`src/hdl/crv_pkg.sv`:
```
// Shared types, constants and the CRC-32 byte step for the config record validator.
// No dependencies; every other file in hdl/ refers to this package by scoped names.
package crv_pkg;

   localparam int MAX_RECORD_BYTES = 2048;
   localparam int IDX_W            = 12;
   localparam logic [IDX_W-1:0] IDX_SAT = IDX_W'(MAX_RECORD_BYTES + 1);
   localparam logic [IDX_W-1:0] IDX_MAX = IDX_W'(MAX_RECORD_BYTES);

   localparam logic [31:0] CRC_POLY = 32'hEDB88320;
   localparam logic [31:0] CRC_INIT = 32'hFFFFFFFF;

   localparam logic [31:0] MAGIC_RESET   = 32'hA55A5AA5;
   localparam logic [15:0] VERSION_RESET = 16'h0001;
   localparam logic [11:0] SLOT_RESET    = 12'd64;

   // register indexes
   localparam int CSR_IDX_W = 2;
   localparam logic [CSR_IDX_W-1:0] CSR_MAGIC   = 2'd0;
   localparam logic [CSR_IDX_W-1:0] CSR_VERSION = 2'd1;
   localparam logic [CSR_IDX_W-1:0] CSR_SLOT    = 2'd2;

   // status codes
   localparam logic [2:0] ST_VALID   = 3'd0;
   localparam logic [2:0] ST_MAGIC   = 3'd1;
   localparam logic [2:0] ST_VERSION = 3'd2;
   localparam logic [2:0] ST_SIZE    = 3'd3;
   localparam logic [2:0] ST_LENGTH  = 3'd4;
   localparam logic [2:0] ST_CRC     = 3'd5;

   typedef struct packed {
      logic [2:0]  status;
      logic [31:0] generation;
      logic [31:0] computed_crc;
      logic [31:0] stored_crc;
   } rsp_type;

   // reflected CRC-32, one byte
   function automatic logic [31:0] crc_feed(input logic [31:0] crc, input logic [7:0] b);
      logic [31:0] c;
      c = crc ^ {24'd0, b};
      for (int k = 0; k < 8; k++) begin
         c = c[0] ? ((c >> 1) ^ CRC_POLY) : (c >> 1);
      end
      return c;
   endfunction

endpackage

```
`src/hdl/crv_if.sv`:
```
// Valid/ready channel interfaces: record byte input, result output, register writes.
// Depends on crv_pkg for widths.
interface crv_req_if;
   logic       valid;
   logic       ready;
   logic [7:0] data_byte;
   logic       last;
   modport source (output valid, output data_byte, output last, input ready);
   modport sink   (input valid, input data_byte, input last, output ready);
endinterface

interface crv_rsp_if;
   logic        valid;
   logic        ready;
   logic [2:0]  status;
   logic [31:0] generation;
   logic [31:0] computed_crc;
   logic [31:0] stored_crc;
   modport source (output valid, output status, output generation, output computed_crc,
                   output stored_crc, input ready);
   modport sink   (input valid, input status, input generation, input computed_crc,
                   input stored_crc, output ready);
endinterface

interface crv_csr_if;
   logic                            valid;
   logic                            ready;
   logic [crv_pkg::CSR_IDX_W-1:0]   index;
   logic [31:0]                     data;
   modport source (output valid, output index, output data, input ready);
   modport sink   (input valid, input index, input data, output ready);
endinterface

```
`src/hdl/crv_rsp_queue.sv`:
```
// Two-entry result queue driving the result channel.
// Depends on crv_pkg (rsp_type) and crv_if.sv (crv_rsp_if).
module crv_rsp_queue (
   input  logic             clock,
   input  logic             reset,
   input  logic             push,
   input  crv_pkg::rsp_type push_data,
   output logic             full,
   crv_rsp_if.source        rsp_chan
);

   logic             v0_ff, v0_in, v1_ff, v1_in;
   crv_pkg::rsp_type d0_ff, d0_in, d1_ff, d1_in;
   logic             pop;

   assign pop  = v0_ff && rsp_chan.ready;
   assign full = v1_ff;

   always_comb begin
      v0_in = v0_ff;
      v1_in = v1_ff;
      d0_in = d0_ff;
      d1_in = d1_ff;
      if (pop) begin
         if (v1_ff) begin
            d0_in = d1_ff;
            v1_in = 1'b0;
         end else begin
            v0_in = 1'b0;
         end
      end
      if (push) begin
         if (!v0_in) begin
            v0_in = 1'b1;
            d0_in = push_data;
         end else begin
            v1_in = 1'b1;
            d1_in = push_data;
         end
      end
   end

   always_ff @(posedge clock) begin
      if (reset) begin
         v0_ff <= 1'b0;
         v1_ff <= 1'b0;
      end else begin
         v0_ff <= v0_in;
         v1_ff <= v1_in;
      end
      d0_ff <= d0_in;
      d1_ff <= d1_in;
   end

   assign rsp_chan.valid        = v0_ff;
   assign rsp_chan.status       = d0_ff.status;
   assign rsp_chan.generation   = d0_ff.generation;
   assign rsp_chan.computed_crc = d0_ff.computed_crc;
   assign rsp_chan.stored_crc   = d0_ff.stored_crc;

endmodule

```
`src/hdl/config_record_validator_top.sv`:
```
// Config record validator: checks a stored record streamed one byte per beat.
// The result is registered into the output queue at the edge that takes the last byte.
// Throughput: one byte per cycle; input stalls only while two results wait in the queue.
// Reset (synchronous, active high) restores register defaults and clears the record.
// Depends on crv_pkg, crv_if.sv and crv_rsp_queue.
module config_record_validator_top (
   input  logic      clock,
   input  logic      reset,
   crv_req_if.sink   req_chan,
   crv_rsp_if.source rsp_chan,
   crv_csr_if.sink   csr_chan
);

   // ---------------- configuration registers ----------------
   logic [31:0] magic_cfg_ff;
   logic [15:0] version_cfg_ff;
   logic [11:0] slot_cfg_ff;

   assign csr_chan.ready = 1'b1;

   always_ff @(posedge clock) begin
      if (reset) begin
         magic_cfg_ff   <= crv_pkg::MAGIC_RESET;
         version_cfg_ff <= crv_pkg::VERSION_RESET;
         slot_cfg_ff    <= crv_pkg::SLOT_RESET;
      end else if (csr_chan.valid) begin
         case (csr_chan.index)
            crv_pkg::CSR_MAGIC:   magic_cfg_ff   <= csr_chan.data;
            crv_pkg::CSR_VERSION: version_cfg_ff <= csr_chan.data[15:0];
            crv_pkg::CSR_SLOT:    slot_cfg_ff    <= csr_chan.data[11:0];
            default: ;  // unknown index: write dropped
         endcase
      end
   end

   // ---------------- record state ----------------
   logic [crv_pkg::IDX_W-1:0] idx_ff, idx_in;
   logic [31:0] crc_ff, crc_in;
   logic [31:0] magic_ff, magic_in;
   logic [15:0] version_ff, version_in;
   logic [15:0] size_ff, size_in;
   logic [31:0] gen_ff, gen_in;
   logic [31:0] trailer_ff, trailer_in;   // 4-byte delay line, newest byte on top

   logic             full;
   logic             beat;
   logic             push;
   logic [2:0]       status;
   crv_pkg::rsp_type push_data;

   // ready drops only while two results wait in the queue; every byte stalls then
   assign req_chan.ready = !full;
   assign beat = req_chan.valid && req_chan.ready;
   assign push = beat && req_chan.last;

   // next record state for the incoming byte
   always_comb begin
      magic_in   = magic_ff;
      version_in = version_ff;
      size_in    = size_ff;
      gen_in     = gen_ff;
      // header capture, little-endian
      case (idx_ff)
         12'd0:  magic_in[7:0]    = req_chan.data_byte;
         12'd1:  magic_in[15:8]   = req_chan.data_byte;
         12'd2:  magic_in[23:16]  = req_chan.data_byte;
         12'd3:  magic_in[31:24]  = req_chan.data_byte;
         12'd4:  version_in[7:0]  = req_chan.data_byte;
         12'd5:  version_in[15:8] = req_chan.data_byte;
         12'd6:  size_in[7:0]     = req_chan.data_byte;
         12'd7:  size_in[15:8]    = req_chan.data_byte;
         12'd8:  gen_in[7:0]      = req_chan.data_byte;
         12'd9:  gen_in[15:8]     = req_chan.data_byte;
         12'd10: gen_in[23:16]    = req_chan.data_byte;
         12'd11: gen_in[31:24]    = req_chan.data_byte;
         default: ;  // payload and trailer bytes
      endcase
      // byte leaving the delay line enters the CRC once four are held
      crc_in     = (idx_ff >= 12'd4) ? crv_pkg::crc_feed(crc_ff, trailer_ff[7:0]) : crc_ff;
      trailer_in = {req_chan.data_byte, trailer_ff[31:8]};
      idx_in     = (idx_ff < crv_pkg::IDX_SAT) ? idx_ff + 12'd1 : idx_ff;
   end

   // first failing check wins
   always_comb begin
      if (magic_in != magic_cfg_ff) begin
         status = crv_pkg::ST_MAGIC;
      end else if (version_in != version_cfg_ff) begin
         status = crv_pkg::ST_VERSION;
      end else if (size_in != {4'd0, slot_cfg_ff}) begin
         status = crv_pkg::ST_SIZE;
      end else if (idx_in != slot_cfg_ff || idx_in > crv_pkg::IDX_MAX) begin
         status = crv_pkg::ST_LENGTH;
      end else if (~crc_in != trailer_in) begin
         status = crv_pkg::ST_CRC;
      end else begin
         status = crv_pkg::ST_VALID;
      end
   end

   assign push_data.status       = status;
   assign push_data.generation   = gen_in;
   assign push_data.computed_crc = ~crc_in;
   assign push_data.stored_crc   = trailer_in;

   always_ff @(posedge clock) begin
      if (reset || push) begin
         // last byte clears the record for the next one
         idx_ff     <= '0;
         crc_ff     <= crv_pkg::CRC_INIT;
         magic_ff   <= '0;
         version_ff <= '0;
         size_ff    <= '0;
         gen_ff     <= '0;
         trailer_ff <= '0;
      end else if (beat) begin
         idx_ff     <= idx_in;
         crc_ff     <= crc_in;
         magic_ff   <= magic_in;
         version_ff <= version_in;
         size_ff    <= size_in;
         gen_ff     <= gen_in;
         trailer_ff <= trailer_in;
      end
   end

   // ---------------- result queue ----------------
   crv_rsp_queue u_rsp_queue (
      .clock     (clock),
      .reset     (reset),
      .push      (push),
      .push_data (push_data),
      .full      (full),
      .rsp_chan  (rsp_chan)
   );

   // ---------------- assertions ----------------
   a_clear_after_last: assert property (@(posedge clock) disable iff (reset)
      push |=> idx_ff == '0 && crc_ff == crv_pkg::CRC_INIT)
      else $error("record state not cleared after last byte");

   a_index_advances: assert property (@(posedge clock) disable iff (reset)
      beat && !req_chan.last |=> idx_ff != '0)
      else $error("byte index did not advance");

   a_index_bounded: assert property (@(posedge clock) disable iff (reset)
      idx_ff <= crv_pkg::IDX_SAT)
      else $error("byte index past saturation");

   a_crc_idle: assert property (@(posedge clock) disable iff (reset)
      !beat |=> $stable(crc_ff) && $stable(idx_ff))
      else $error("record state moved without a beat");

   a_result_follows_last: assert property (@(posedge clock) disable iff (reset)
      push |=> rsp_chan.valid)
      else $error("no result after last byte");

endmodule

```
`src/flat_wrapper.sv`:
```
// flat-port wrapper written by rule: the top's interface ports become plain ports
module config_record_validator_top_flat 
  (clock, reset, req_chan_valid, req_chan_data_byte, req_chan_last, req_chan_ready, rsp_chan_valid, rsp_chan_status, rsp_chan_generation, rsp_chan_computed_crc, rsp_chan_stored_crc, rsp_chan_ready, csr_chan_valid, csr_chan_index, csr_chan_data, csr_chan_ready);
  crv_req_if req_chan_i ();
  crv_rsp_if rsp_chan_i ();
  crv_csr_if csr_chan_i ();
  input  logic clock;
  input  logic reset;
  input wire logic [$bits(req_chan_i.valid)-1:0] req_chan_valid;
  input wire logic [$bits(req_chan_i.data_byte)-1:0] req_chan_data_byte;
  input wire logic [$bits(req_chan_i.last)-1:0] req_chan_last;
  output wire logic [$bits(req_chan_i.ready)-1:0] req_chan_ready;
  output wire logic [$bits(rsp_chan_i.valid)-1:0] rsp_chan_valid;
  output wire logic [$bits(rsp_chan_i.status)-1:0] rsp_chan_status;
  output wire logic [$bits(rsp_chan_i.generation)-1:0] rsp_chan_generation;
  output wire logic [$bits(rsp_chan_i.computed_crc)-1:0] rsp_chan_computed_crc;
  output wire logic [$bits(rsp_chan_i.stored_crc)-1:0] rsp_chan_stored_crc;
  input wire logic [$bits(rsp_chan_i.ready)-1:0] rsp_chan_ready;
  input wire logic [$bits(csr_chan_i.valid)-1:0] csr_chan_valid;
  input wire logic [$bits(csr_chan_i.index)-1:0] csr_chan_index;
  input wire logic [$bits(csr_chan_i.data)-1:0] csr_chan_data;
  output wire logic [$bits(csr_chan_i.ready)-1:0] csr_chan_ready;
  assign req_chan_i.valid = req_chan_valid;
  assign req_chan_i.data_byte = req_chan_data_byte;
  assign req_chan_i.last = req_chan_last;
  assign req_chan_ready = req_chan_i.ready;
  assign rsp_chan_valid = rsp_chan_i.valid;
  assign rsp_chan_status = rsp_chan_i.status;
  assign rsp_chan_generation = rsp_chan_i.generation;
  assign rsp_chan_computed_crc = rsp_chan_i.computed_crc;
  assign rsp_chan_stored_crc = rsp_chan_i.stored_crc;
  assign rsp_chan_i.ready = rsp_chan_ready;
  assign csr_chan_i.valid = csr_chan_valid;
  assign csr_chan_i.index = csr_chan_index;
  assign csr_chan_i.data = csr_chan_data;
  assign csr_chan_ready = csr_chan_i.ready;
  config_record_validator_top u_core (.clock(clock), .reset(reset), .req_chan(req_chan_i), .rsp_chan(rsp_chan_i), .csr_chan(csr_chan_i));
endmodule
```
`config.mk`:
```
export PLATFORM = sky130hd
export DESIGN_NAME = config_record_validator_top_flat
export DESIGN_NICKNAME = d
export VERILOG_FILES = /design/src/hdl/crv_pkg.sv /design/src/hdl/crv_if.sv /design/src/hdl/crv_rsp_queue.sv /design/src/hdl/config_record_validator_top.sv /design/src/flat_wrapper.sv
export SDC_FILE = /design/constraint.sdc
export NUM_CORES = 1
export LEC_CHECK = 0
export CORE_UTILIZATION = 50
export CTS_CLUSTER_DIAMETER = 80
export DETAILED_ROUTE_END_ITERATION = 7
export DONT_BUFFER_PORTS = 1
export GPL_TIMING_DRIVEN = 0
export PLACE_DENSITY_LB_ADDON = 0.25
export SLEW_MARGIN = 0
export SYNTH_ARGS = -nofsm -noshare
export SYNTH_HDL_FRONTEND = slang
export SYNTH_HIERARCHICAL = 1
export SYNTH_SLANG_ARGS = --single-unit
```
`constraint.sdc`:
```
create_clock -name clock -period 7.66 [get_ports clock]
set_input_delay 1.149 -clock clock [delete_from_list [all_inputs] [get_ports clock]]
set_output_delay 1.149 -clock clock [all_outputs]
set_load 0.005 [all_outputs]
```
==> results of run 1 <==
==> registers in the layout, summed over array words and instances, names as in the netlist, 16 cells and up <==
signal,cells
u_core/u_rsp_queue/d1_ff,99
u_core/crc_ff,32
u_core/gen_ff,32
u_core/magic_cfg_ff,32
u_core/magic_ff,32
u_core/trailer_ff,32
u_core/u_rsp_queue/rsp_chan.computed_crc,32
u_core/u_rsp_queue/rsp_chan.generation,32
u_core/u_rsp_queue/rsp_chan.stored_crc,32
u_core/size_ff,16
u_core/version_cfg_ff,16
u_core/version_ff,16
==> Yosys cell counts (4+ instances only) <==
library cell,n
a221oi_2,10
dfxtp_1,333
a21oi_1,162
clkbuf_1,113
xor2_1,57
inv_1,125
buf_1,12
a211o_1,6
or3_1,7
xnor2_2,10
nor4_1,19
nand2_1,325
nand4_1,12
o211ai_1,33
or2_2,4
o2111ai_1,4
and3_1,6
a221oi_1,92
edfxtp_1,99
o21ai_0,50
or4_1,4
xnor2_1,94
nor3_1,43
xnor3_1,18
o22ai_1,105
buf_2,42
a31oi_1,4
and2_1,5
nand3b_1,16
nor2b_1,4
nand3_1,22
mux2i_1,79
mux2_2,21
ha_1,5
nor2_1,249
buf_4,5
==> worst max path at each step <==
| stage | startpoint | endpoint | slack (ns) | cells after the start |
|---|---|---|---|---|
| after floorplan | req_chan_valid | u_core/u_rsp_queue/d1_ff[0] | 1.27 | 4 |
| after global placement | req_chan_valid | u_core/u_rsp_queue/d1_ff[60] | -1.38 | 4 |
| after detailed placement | u_core/idx_ff[3] | u_core/u_rsp_queue/d1_ff[96] | 2.09 | 13 |
| after CTS | u_core/idx_ff[3] | u_core/u_rsp_queue/d1_ff[96] | 2.09 | 13 |
| after global routing | u_core/idx_ff[3] | u_core/u_rsp_queue/d1_ff[96] | 1.89 | 13 |
| final | u_core/idx_ff[3] | u_core/u_rsp_queue/d1_ff[96] | 2.31 | 13 |
==> through the flow <==
stage / util, % / hold WS (ns) / setup WS, ns
5_1_grt: 56.9 / 0.486 / 1.89
6_report: 56.9 / 0.459 / 2.31
3_3_place_gp: 52.8 / 0.441 / -1.38
2_1_floorplan: - / 0.432 / 1.27
3_5_place_dp: 53.0 / 0.449 / 2.09
4_1_cts: 56.9 / 0.456 / 2.09
==> metal layers <==
| layer | vias to the layer above | wire length (um) | share of wire [%] | GRT usage, % |
|---|---|---|---|---|
| li1 | 8027 | - | - | - |
| met1 | 8402 | 27300 | 41 | 41.1 |
| met2 | 844 | 30000 | 45 | 49.4 |
| met3 | 160 | 6230 | 9.4 | 7.21 |
| met4 | 0 | 2490 | 3.8 | 12.8 |
| met5 | - | 0 | 0 | 0 |
==> tightest hold or removal path, delay by kind of cell (launching register included) <==
family | cells | cell delay, ns
AO/OA/AOI/OAI | 1 | 0.05
flip-flops | 1 | 0.31
AND/OR/NAND/NOR | 1 | 0.05
==> logic make-up (layout without fill, tap and decap cells) <==
logic type / after synthesis / in the layout / share of synthesized area, %
adders and majority gates: 5 / 5 / 0.305
AOI/OAI and AO/OA: 500 / 500 / 16.3
buffers and inverters: 301 / 391 / 5.97
other: 1 / 1 / 0.0183
xor gates and xnor gates: 185 / 185 / 9.94
DFF: 432 / 432 / 47.0
and+or+nand+nor: 735 / 735 / 15.4
muxes: 101 / 101 / 5.07
==> power by group through the flow <==
stage	logic, mW	registers (mW)	clock network [mW]
floorplan	0.519	2.61	0
global placement	0.659	2.67	0
detailed placement	0.681	2.67	0
CTS	0.687	2.62	2.27
global route	0.757	2.64	2.36
finish	0.704	2.63	2.24
==> layout make-up <==
cell class / count / area share [%]
Clock inverter: 16 / 0.642
Sequential cell: 432 / 42.3
Multi-Input combinational cell: 1527 / 42.3
Inverter: 126 / 2.07
Timing Repair Buffer: 4 / 0.450
Clock buffer: 70 / 6.11
Buffer: 175 / 3.29
Tap cell: 525 / 2.88
==> flow_metrics.py, run 1 <==
metrics = {
    "critical_path": {
        "r2r-end": "u_core/u_rsp_queue/d1_ff[96]",
        "critical_path.most_common_cell": "buf_2",
        "timing.rr.start": "u_core/idx_ff[3]",
        "worst_path_max_delay_cell": "nor4_2",
        "crit_chain": "buf_2 > nor4_2 > and3_1 > clkbuf_1 > buf_2 > buf_2 > nand2_1 > a32oi_1 > nand4_1 > nor4_1 > nand4_1 > nor4_2 > o311ai_0",
        "cp-start-kind": "register",
        "worst-r2r-setup-slack_ns": 2.31,
        "critPathArrivalTime_ns": 5.54,
        "critPathKind": "register to register",
        "crit_required_ns": 7.84,
        "timing.reg2reg.worst_path_depth": 13,
        "slowest_delay_ns": 0.62,
        "critPathBufInv": 4,
        "critPathCaptureType": "register",
        "crit_family": "simple AND/OR/NAND/NOR gates",
        "critical_path_peak_fanout": 10,
    },
    "floorplanning": {
        "dieArea_um2": 41800,
        "io_pins": 150,
        "fp.dieH_um": 204,
        "num_rows": 73,
        "core_um2": 40100,
        "fp.dieW_um": 204,
        "start_util_pct": 51.1,
    },
    "sta": {
        "timing.setup.tns_ns": 0,
        "maximum_clock_frequency_ghz": 0.187,
        "finalSetupViolations": 0,
        "finalMaxSlewViolations": 0,
        "post-route-period-util_pct": 69.9,
        "number_of_failing_hold_endpoints_at_the_final_stage": 0,
        "unrepaired_setup_endpoints_after_global_routing": "no",
        "max-slew-margin-rel_pct": 14.5,
        "final.setup_skew_ns": 0.0310,
        "minimum_clock_period_after_layout_ns": 5.35,
        "tightestPinTransition_ns": 1.28,
    },
    "clock_tree": {
        "htreeDepth": 2,
        "tritoncts": "built",
        "clock_sinks": 432,
        "cts_root_buf": "clkbuf_16",
        "cts_inserted_buffers": 47,
        "worst_setup_hold_path_clk_slew_ns": 0.06,
        "postCtsHoldBufs": 0,
        "clk_path_buf_depth": 3,
        "insertion_delay_ns": 0.60,
        "cts_setup_buffers": 0,
        "post_cts_resize_count": 0,
    },
    "route": {
        "final_antenna_net_count": 0,
        "detailedRoute.firstIterationViolations": 2088,
        "drt_pass1_iterations": 5,
        "avgViaCountPerCell": 6.06,
        "drt-wirelength-per-cell_um": 23.0,
        "wl_mm": 66.0,
        "drc": 0,
        "via_count": 17400,
    },
    "power": {
        "intPower_mw": 4.05,
        "worst_supply_voltage_drop_on_vdd_v": 0.000164,
        "power.switching_mw": 1.52,
        "power_density_nw_per_um2": 244,
        "seq_power_share_pct": 47.1,
        "clock_power_share_pct": 40.2,
        "share_comb_of_total_power_pct": 12.6,
        "total_power_mw": 5.57,
        "power_switching_share_pct": 27.3,
        "leakage_nw": 8.67,
    },
    "synthesis": {
        "synth_enable_flop_cells": 99,
        "ys_seq_elements": 432,
        "synth_top_area_share_pct": 32.5,
        "synthesis.nets": 2313,
        "seq_area_frac_synth_pct": 47.0,
        "ys.warnings.count": 6,
        "yosysTopAreaCell": "dfxtp_1",
        "mappedNetlistArea_um2": 20500,
        "synthesis.area_per_instance_um2": 9.07,
        "dominantRegCellSynth": "dfxtp_1",
        "synth.top_cells.by_area": "dfxtp_1, edfxtp_1, nand2_1",
        "distinct_cells_synth": 84,
        "synth_cells": 2260,
        "postSynth.asyncResetShare_pct": 0,
    },
    "grt": {
        "grt_antenna_before_repair": 0,
        "grt_start_max_net_pins": 30,
        "grt_overflow": 0,
        "grt_pass1_vias": 16800,
        "grt_first_pass_wirelength_mm": 100,
        "all_layer_global_routing_usage_pct": 31.3,
    },
    "cells_and_area": {
        "antennaDiodeCount": 0,
        "finalNonFillerCells": 2875,
        "nNetsFinal": 2366,
        "layout_common_cells": "dfxtp_1, nand2_1, nor2_1, a21oi_1, inv_1",
        "fraction_of_final_layout_cells_with_drive_strength_greater_than_1_pct": 7.96,
        "areaGrowthSynthToFinish_pct": 11.3,
        "multiInputGateArea_um2": 9650,
        "n_fill_cell": 3516,
        "most_frequent_standard_cell_in_the_layout_excluding_fill_and_tap_cells": "dfxtp_1",
        "seq_area_um2": 9640,
        "final_area_um2": 22800,
    },
    "run": {
        "timing.max_cap.violations": 0,
    },
    "status": {
        "outcome": "complete, no violations",
    },
    "placement": {
        "detailedPlacementHpwl_mm": 47.4,
        "finalWeightedCongestion": 0.972,
        "io_buffers": 0,
        "detailed_place.area_um2": 21300,
        "dpl.cell_count": 2789,
    },
    "min_path": {
        "hold_path_origin": "u_core/version_ff[12]",
        "worstHoldPathCells": 2,
        "min_to": "u_core/version_ff[12]",
        "min-delay-path-class": "register to register",
    },
}
Power figures use the tool's default switching activity.
==> inputs of run 2 (changes only) <==
- clock period: 7.66 -> 4.8 ns (I/O delays scaled with it)
==> flow_metrics.py, run 2 (same netlist as run 1, synthesis figures left out) <==
metrics = {
    "cells_and_area": {
        "largest_register_ff_count": 99,
        "most_frequent_standard_cell_in_the_layout_excluding_fill_and_tap_cells": "dfxtp_1",
        "multiInputGateArea_um2": 9690,
        "regMostFlops": "u_core/u_rsp_queue/d1_ff",
        "nNetsFinal": 2364,
        "postLayoutCoreUtil_pct": 57.1,
        "n_fill_cell": 3529,
        "fraction_of_final_layout_cells_with_drive_strength_greater_than_1_pct": 8.17,
        "layout_common_cells": "dfxtp_1, nand2_1, nor2_1, a21oi_1, inv_1",
        "areaGrowthSynthToFinish_pct": 11.6,
        "seq_area_um2": 9640,
    },
    "sta": {
        "finalMaxSlewViolations": 0,
        "tightestPinTransition_ns": 1.36,
        "fin_ws_ns": 0.113,
        "maximum_clock_frequency_ghz": 0.213,
        "number_of_failing_hold_endpoints_at_the_final_stage": 0,
        "finalSetupViolations": 0,
        "final.setup_skew_ns": 0.0201,
        "post-route-period-util_pct": 97.6,
        "timing.setup.tns_ns": 0,
        "holdWs_ns": 0.199,
        "minimum_clock_period_after_layout_ns": 4.69,
        "max-slew-margin-rel_pct": 9.39,
        "unrepaired_setup_endpoints_after_global_routing": "no",
    },
    "floorplanning": {
        "num_rows": 73,
        "fp.dieW_um": 204,
        "io_pins": 150,
        "fp.dieH_um": 204,
        "dieArea_um2": 41800,
        "start_util_pct": 51.1,
        "core_um2": 40100,
    },
    "clock_tree": {
        "worst_setup_hold_path_clk_slew_ns": 0.06,
        "htreeDepth": 2,
        "cts_inserted_buffers": 46,
        "insertion_delay_ns": 0.59,
        "postCtsHoldBufs": 0,
        "clk_path_buf_depth": 3,
        "clock_sinks": 432,
        "cts_setup_buffers": 0,
        "cts_root_buf": "clkbuf_16",
        "tritoncts": "built",
    },
    "critical_path": {
        "critPathArrivalTime_ns": 5.13,
        "critical_path_peak_fanout": 9,
        "critPathCaptureType": "register",
        "crit_required_ns": 5.24,
        "cp-start-kind": "register",
        "critPathKind": "register to register",
    },
    "placement": {
        "finalWeightedCongestion": 0.967,
        "place_worst_setup_slack_ns": -0.685,
        "io_buffers": 0,
        "detailedPlacementHpwl_mm": 47.5,
    },
    "grt": {
        "grt_first_pass_wirelength_mm": 99.6,
        "grt_antenna_before_repair": 1,
        "grt_start_max_net_pins": 24,
        "grt_pass1_vias": 16700,
        "all_layer_global_routing_usage_pct": 31.4,
        "grt_overflow": 0,
    },
    "power": {
        "clock_power_share_pct": 40.8,
        "seq_power_share_pct": 46.7,
        "power_switching_share_pct": 26.9,
        "share_comb_of_total_power_pct": 12.5,
        "total_power_mw": 8.97,
        "leakage_nw": 8.71,
        "worst_supply_voltage_drop_on_vdd_v": 0.000256,
        "intPower_mw": 6.56,
        "power_density_nw_per_um2": 392,
        "power.switching_mw": 2.41,
    },
    "run": {
        "timing.max_cap.violations": 0,
    },
    "route": {
        "drt_pass1_iterations": 6,
        "via_count": 17500,
        "final_antenna_net_count": 0,
        "detailedRoute.firstIterationViolations": 1845,
        "wl_mm": 66.1,
        "drc": 0,
        "avgViaCountPerCell": 6.09,
        "drt-wirelength-per-cell_um": 23.0,
    },
    "status": {
        "outcome": "complete, no violations",
    },
    "min_path": {
        "min-delay-path-class": "primary input to register",
    },
}
run 2: per-stage QoR:
stage / std cells / cell area (um^2)
6_report: 2875 / 22900
3_3_place_gp: 2785 / 21200
5_1_grt: 2875 / 22900
3_5_place_dp: 2789 / 21300
4_1_cts: 2875 / 22900
2_1_floorplan: 2260 / 20500
run 2: power by group through the flow:
| stage | combinational [mW] | clock (mW) | sequential [mW] |
|---|---|---|---|
| 2_1_floorplan | 0.828 | 0 | 4.17 |
| 3_3_place_gp | 1.05 | 0 | 4.26 |
| 3_5_place_dp | 1.09 | 0 | 4.27 |
| 4_1_cts | 1.10 | 3.70 | 4.19 |
| 5_1_grt | 1.21 | 3.87 | 4.22 |
| 6_report | 1.12 | 3.66 | 4.19 |
run 2: what timing repair did:
action / 4_1_cts / 5_1_grt
gates cloned: 0 / 0
setup endpoints to repair: 6 / 6
resized for setup: 4 / 5
run 2: path summary, 6_finish.rpt:
check / cells past startpoint / endpoint / startpoint / slack, ns
worst min-delay path: 1 / u_core/u_rsp_queue/full / reset / 0.20
worst max-delay path: 12 / u_core/u_rsp_queue/rsp_chan.status[2] / u_core/idx_ff[6] / 0.11
worst min register to register: 2 / u_core/version_ff[9] / u_core/version_ff[9] / 0.46
worst max register to register: 12 / u_core/u_rsp_queue/rsp_chan.status[2] / u_core/idx_ff[6] / 0.11
run 2: layer usage:
metal	share of wire (%)	up-vias	GRT usage [%]
li1	-	8022	-
met1	42	8528	40.9
met2	46	808	50.9
met3	8.6	143	6.24
met4	3.5	0	12.4
met5	0	-	0
run 2: worst max-delay path, cell delays in order, from the launching register on:
cell       delay (ns)
dfxtp_1          0.30
buf_2            0.17
nor4_4           0.46
nand3_1          0.34
mux2i_1          0.68
xor2_1           0.13
a2111oi_0        0.61
o2111ai_1        0.24
or4_4            0.60
or4_1            0.52
o211a_1          0.32
inv_1            0.09
a221oi_1         0.07
run 2: final cells by class:
cell class,instances,area share (%)
well taps,525,2.87
inverters,126,2.07
plain buffers,174,3.27
multi-input cells,1527,42.3
repair buffers,4,0.448
clock inverters,17,0.777
flip-flops and latches,432,42.1
diodes,1,0.0109
clock buffers,69,6.08
